**src/rtl/fcre_pkg.sv**
```systemverilog
// Shared constants and register indexes for the frame change rate estimator.
`timescale 1ns / 1ps

package fcre_pkg;

    localparam int unsigned MAX_PIXELS_DEF = 1048576;

    localparam int unsigned CFG_IDX_W  = 3;
    localparam int unsigned CFG_DATA_W = 16;

    localparam logic [CFG_IDX_W-1:0] CFG_THRESHOLD    = 3'd0;
    localparam logic [CFG_IDX_W-1:0] CFG_SINGLE_ROW   = 3'd1;
    localparam logic [CFG_IDX_W-1:0] CFG_ROW_SELECT   = 3'd2;
    localparam logic [CFG_IDX_W-1:0] CFG_FRAME_WIDTH  = 3'd3;
    localparam logic [CFG_IDX_W-1:0] CFG_WINDOW_MS    = 3'd4;
    localparam logic [CFG_IDX_W-1:0] CFG_REFRESH_RATE = 3'd5;

    localparam logic [8:0]  THRESHOLD_RST    = 9'd10;
    localparam logic [12:0] FRAME_WIDTH_RST  = 13'd640;
    localparam logic [12:0] FRAME_WIDTH_MAX  = 13'd4096;
    localparam logic [15:0] WINDOW_MS_RST    = 16'd500;
    localparam logic [7:0]  REFRESH_RATE_RST = 8'd60;

    localparam int unsigned ADDR_FULL_W = 25;
    localparam int unsigned PIX_W       = 24;

    localparam int unsigned NUM_W      = 27;
    localparam int unsigned DEN_W      = 17;
    localparam int unsigned RATE_SCALE = 2000;
    localparam logic [11:0] RATE_MAX   = 12'd4095;
    localparam logic [15:0] COUNT_MAX  = 16'hFFFF;

endpackage

```
**src/rtl/fcre_div.sv**
```systemverilog
// Restoring divider, one quotient bit per cycle.
`timescale 1ns / 1ps

module fcre_div (
    input  logic                       aclk,
    input  logic                       aresetn,
    input  logic                       start,
    input  logic [fcre_pkg::NUM_W-1:0] num,
    input  logic [fcre_pkg::DEN_W-1:0] den,
    output logic                       done,
    output logic [fcre_pkg::NUM_W-1:0] quotient
);

    localparam int unsigned NW    = fcre_pkg::NUM_W;
    localparam int unsigned DW    = fcre_pkg::DEN_W;
    localparam int unsigned CNT_W = $clog2(NW + 1);

    logic            busy_reg, busy_next;
    logic            done_reg, done_next;
    logic [CNT_W-1:0] cnt_reg, cnt_next;
    logic [DW-1:0]   rem_reg, rem_next;
    logic [NW-1:0]   quo_reg, quo_next;
    logic [DW-1:0]   den_reg, den_next;

    logic [DW:0]     rem_sh;
    logic [DW:0]     diff;
    logic            ge;

    always_comb begin
        rem_sh    = {rem_reg, quo_reg[NW-1]};
        diff      = rem_sh - {1'b0, den_reg};
        ge        = (rem_sh >= {1'b0, den_reg});
        busy_next = busy_reg;
        done_next = 1'b0;
        cnt_next  = cnt_reg;
        rem_next  = rem_reg;
        quo_next  = quo_reg;
        den_next  = den_reg;
        if (start) begin
            busy_next = 1'b1;
            cnt_next  = CNT_W'(NW);
            rem_next  = '0;
            quo_next  = num;
            den_next  = den;
        end else if (busy_reg) begin
            rem_next = ge ? diff[DW-1:0] : rem_sh[DW-1:0];
            quo_next = {quo_reg[NW-2:0], ge};
            cnt_next = cnt_reg - CNT_W'(1);
            if (cnt_reg == CNT_W'(1)) begin
                busy_next = 1'b0;
                done_next = 1'b1;
            end
        end
    end

    always_ff @(posedge aclk) begin
        if (!aresetn) begin
            busy_reg <= 1'b0;
            done_reg <= 1'b0;
            cnt_reg  <= '0;
        end else begin
            busy_reg <= busy_next;
            done_reg <= done_next;
            cnt_reg  <= cnt_next;
        end
        rem_reg <= rem_next;
        quo_reg <= quo_next;
        den_reg <= den_next;
    end

    assign done     = done_reg;
    assign quotient = quo_reg;

endmodule

```
**config.mk**
```make
export PLATFORM = sky130hd
export DESIGN_NAME = fcre_div
export DESIGN_NICKNAME = d
export VERILOG_FILES = /design/src/rtl/fcre_pkg.sv /design/src/rtl/fcre_div.sv
export SDC_FILE = /design/constraint.sdc
export NUM_CORES = 1
export LEC_CHECK = 0
export BUFFER_PORTS_ARGS = -buffer_cell sky130_fd_sc_hd__buf_4
export CORE_MARGIN = 5
export CORE_UTILIZATION = 55
export CTS_BUF_LIST = sky130_fd_sc_hd__clkbuf_8 sky130_fd_sc_hd__clkbuf_16
export CTS_CLUSTER_DIAMETER = 100
export DETAILED_ROUTE_END_ITERATION = 8
export HOLD_SLACK_MARGIN = 0.15
export PLACE_DENSITY = 0.78
export RECOVER_POWER = 100
export SKIP_LAST_GASP = 1
export SLEW_MARGIN = 5
export SYNTH_ARGS = -nofsm -noshare
export SYNTH_HDL_FRONTEND = slang
export SYNTH_SLANG_ARGS = --single-unit
```
**constraint.sdc**
```tcl
create_clock -name aclk -period 3.1 [get_ports aclk]
set_clock_uncertainty 0.15 [all_clocks]
set_input_delay 0.62 -clock aclk [delete_from_list [all_inputs] [get_ports aclk]]
set_output_delay 0.62 -clock aclk [all_outputs]
set_load 0.005 [all_outputs]
```
==> flow_summary.yaml <==
drt:
  viasPerCell: 5.625
  num_vias: 2790
  drt-initial-drc-count: 114
  ant_nets: 0
  dr.pass1.iters: 4
  wirelength_microns: 7842
  detail_route.drc_violations: 0
  wire_per_inst_microns: 15.81
sta:
  setup_viol: 0
  worst_slack_ns: 0.2849
  fin_crit_sh_pct: 90.81
  drv_slew: 0
  fin_setup_tns_ns: 0
  slew-limit-headroom_pct: 15.85
  max_freq_mhz: 355.2
  rsz0062_at_grt: "no"
  hold_viol: 0
  fin_crit_ns: 2.815
  worstMarginPinSlew_ns: 1.262
grt:
  grt_usage_pct: 19.48
  grt_pass1_vias: 2844
  antenna_found_initial: 0
  grt_pass1_wl_microns: 13130
  overflow: 0
  grt_start_max_net_pins: 27
clocking:
  cts_max_path_buffers: 2
  cts_sinks: 68
  insertion_delay_ns: 0.34
  cts_tree: "done"
  cts_resized: 0
  cts_setup_buffers: 0
  cts_max_level: 3
  numCtsBuffers: 9
  clock-root-buffer: "clkbuf_8"
  clk_pin_slew_ns: 0.08
  holdBufCountCts: 0
layout:
  area_growth_pct: 23.89
  layout_common_cells: "edfxtp_1, clkbuf_4, buf_4"
  layout-drive-gt1-share_pct: 29.12
  antennaDiodeCount: 0
  largest_reg_flops: 27
  nets: 481
  finish.utilization_pct: 70.40
  stdcell_count: 496
  layout_commonest_cell: "edfxtp_1"
power:
  ir_drop_mv: 0.3568
  powerDensity_nw_per_um2: 548.1
  leakage_nw: 1.927
synth:
  ys_ff_latch: 68
  async_flop_share_pct: 0
  synth_ff_type: "edfxtp_1"
  postSynthCellCount: 334
  synth_seq_area_share_pct: 49.93
  synth.distinct_cells: 49
  syn_area_per_cell_sq_um: 10.80
  synth-edff-count: 44
  syn_nets: 401
  synth_area_sq_um: 3608
  yosys_warnings: 0
floorplanning:
  dieArea_sq_um: 8281
  io_pins: 75
  dieHeight_microns: 91
  die_w_microns: 91
  fp-row-count: 29
  core_sq_um: 6350
  initial_utilization_pct: 56.83
worst_hold_path:
  hold_end: "den_reg[5]"
  hold_start: "den[5]"
  hold_depth: 1
  worstHoldPathType: "in2reg"
critical_path:
  rr_endpoint: "rem_reg[16]"
  crit_top_cell: "inv_1"
  crit_type: "reg2reg"
  end_kind: "register"
  required_ns: 3.21
  slowest_stage: "edfxtp_1"
  cpLargestDelayFamily: "compound AO/OA/AOI/OAI gates"
  crit_path_max_incr_delay_ns: 0.40
  r2r-start: "quotient[26]"
  cp_max_fo: 5
  path_cells: "inv_1 > ha_1 > inv_1 > fa_1 > a21o_1 > a221oi_2 > buf_4 > nor3_1 > a211o_1 > a311o_1 > o21ai_0"
  regToRegSetupSlack_ns: 0.28
  cp.arrival_ns: 2.93
  reg2reg_depth: 11
  path_buf_inv: 3
  startpoint_type: "register"
run:
  cap_violations: 0
placed_design:
  place_ws_ns: 0.3490
  dp_hpwl_microns: 5916
  io_buffers: 74
  gp_congestion: 0.8747
  dpl.cell_count: 480
outcome:
  status: "completed"
## how the worst max path moves through the flow
stage                       startpoint          end  slack [ns]  depth (start not counted)
after floorplan           quotient[26]  quotient[0]        0.30                         10
after global routing      quotient[26]   rem_reg[8]        0.08                         11
final                     quotient[26]  rem_reg[16]        0.28                         11
after global placement    quotient[26]  rem_reg[16]        0.40                         11
after detailed placement  quotient[26]  rem_reg[16]        0.35                         11
after CTS                 quotient[26]  rem_reg[16]        0.31                         11
## stage by stage
step / hold slack (ns) / area, sq um / total power, mW
after floorplan: 0.3064 / 3608 / 1.417
after global placement: 0.3306 / 4268 / 1.594
after detailed placement: 0.3356 / 4268 / 1.606
after CTS: 0.2900 / 4507 / 2.480
after global routing: 0.2938 / 4471 / 2.578
final: 0.3228 / 4471 / 2.450
## synthesized netlist by cell type (all sizes together), types with 5 or more instances
library cell | count | area share (%)
dfxtp | 24 | 13
a31oi | 5 | 0.87
nor2 | 28 | 2.9
edfxtp | 44 | 37
nand2 | 21 | 2.2
o21ai | 9 | 1.2
nand2b | 7 | 1.2
xor2 | 6 | 1.5
xnor2 | 7 | 1.7
a21oi | 14 | 2.0
nand3 | 15 | 2.1
a21o | 5 | 1.0
clkbuf | 11 | 1.1
mux2 | 27 | 8.4
inv | 29 | 3.0
ha | 19 | 6.6
nor3 | 6 | 0.83
## kinds of logic after synthesis
family	share of synthesized area, %
multiplexers	8.426
buffers and inverters	4.889
flip-flops	49.93
AO/OA/AOI/OAI	14.49
AND/OR/NAND/NOR	11.96
XOR/XNOR	3.155
adder cells (fa/ha/maj)	7.143
## power breakdown
part	total, mW	internal (mW)	switching [mW]
Sequential	1.10	1.06	0.0466
Clock	0.877	0.533	0.344
Combinational	0.471	0.231	0.240
## worst register-to-register path, delay by kind of cell, from the launching register on
| kind | cells | cell delay (ns) |
|---|---|---|
| flip-flops | 1 | 0.40 |
| buffers and inverters | 3 | 0.31 |
| AND/OR/NAND/NOR | 1 | 0.05 |
| adder cells (fa/ha/maj) | 2 | 0.54 |
| AO/OA/AOI/OAI | 5 | 1.27 |
## area by class of cell
class | count | area, sq um
inverter | 29 | 108.9
clock buffer | 9 | 123.9
fill | 485 | 1879
clock inverter | 7 | 115.1
tap | 77 | 96.34
timing repair buffer | 84 | 598.1
sequential | 68 | 1802
multi-input combinational | 222 | 1627
## metal layers
metal	global-route usage [%]	share of wire [%]
met5	0	0
met2	31.79	49
met1	23.97	42
met3	8.017	8.0
met4	5.134	1.2
Power figures use the tool's default switching activity.
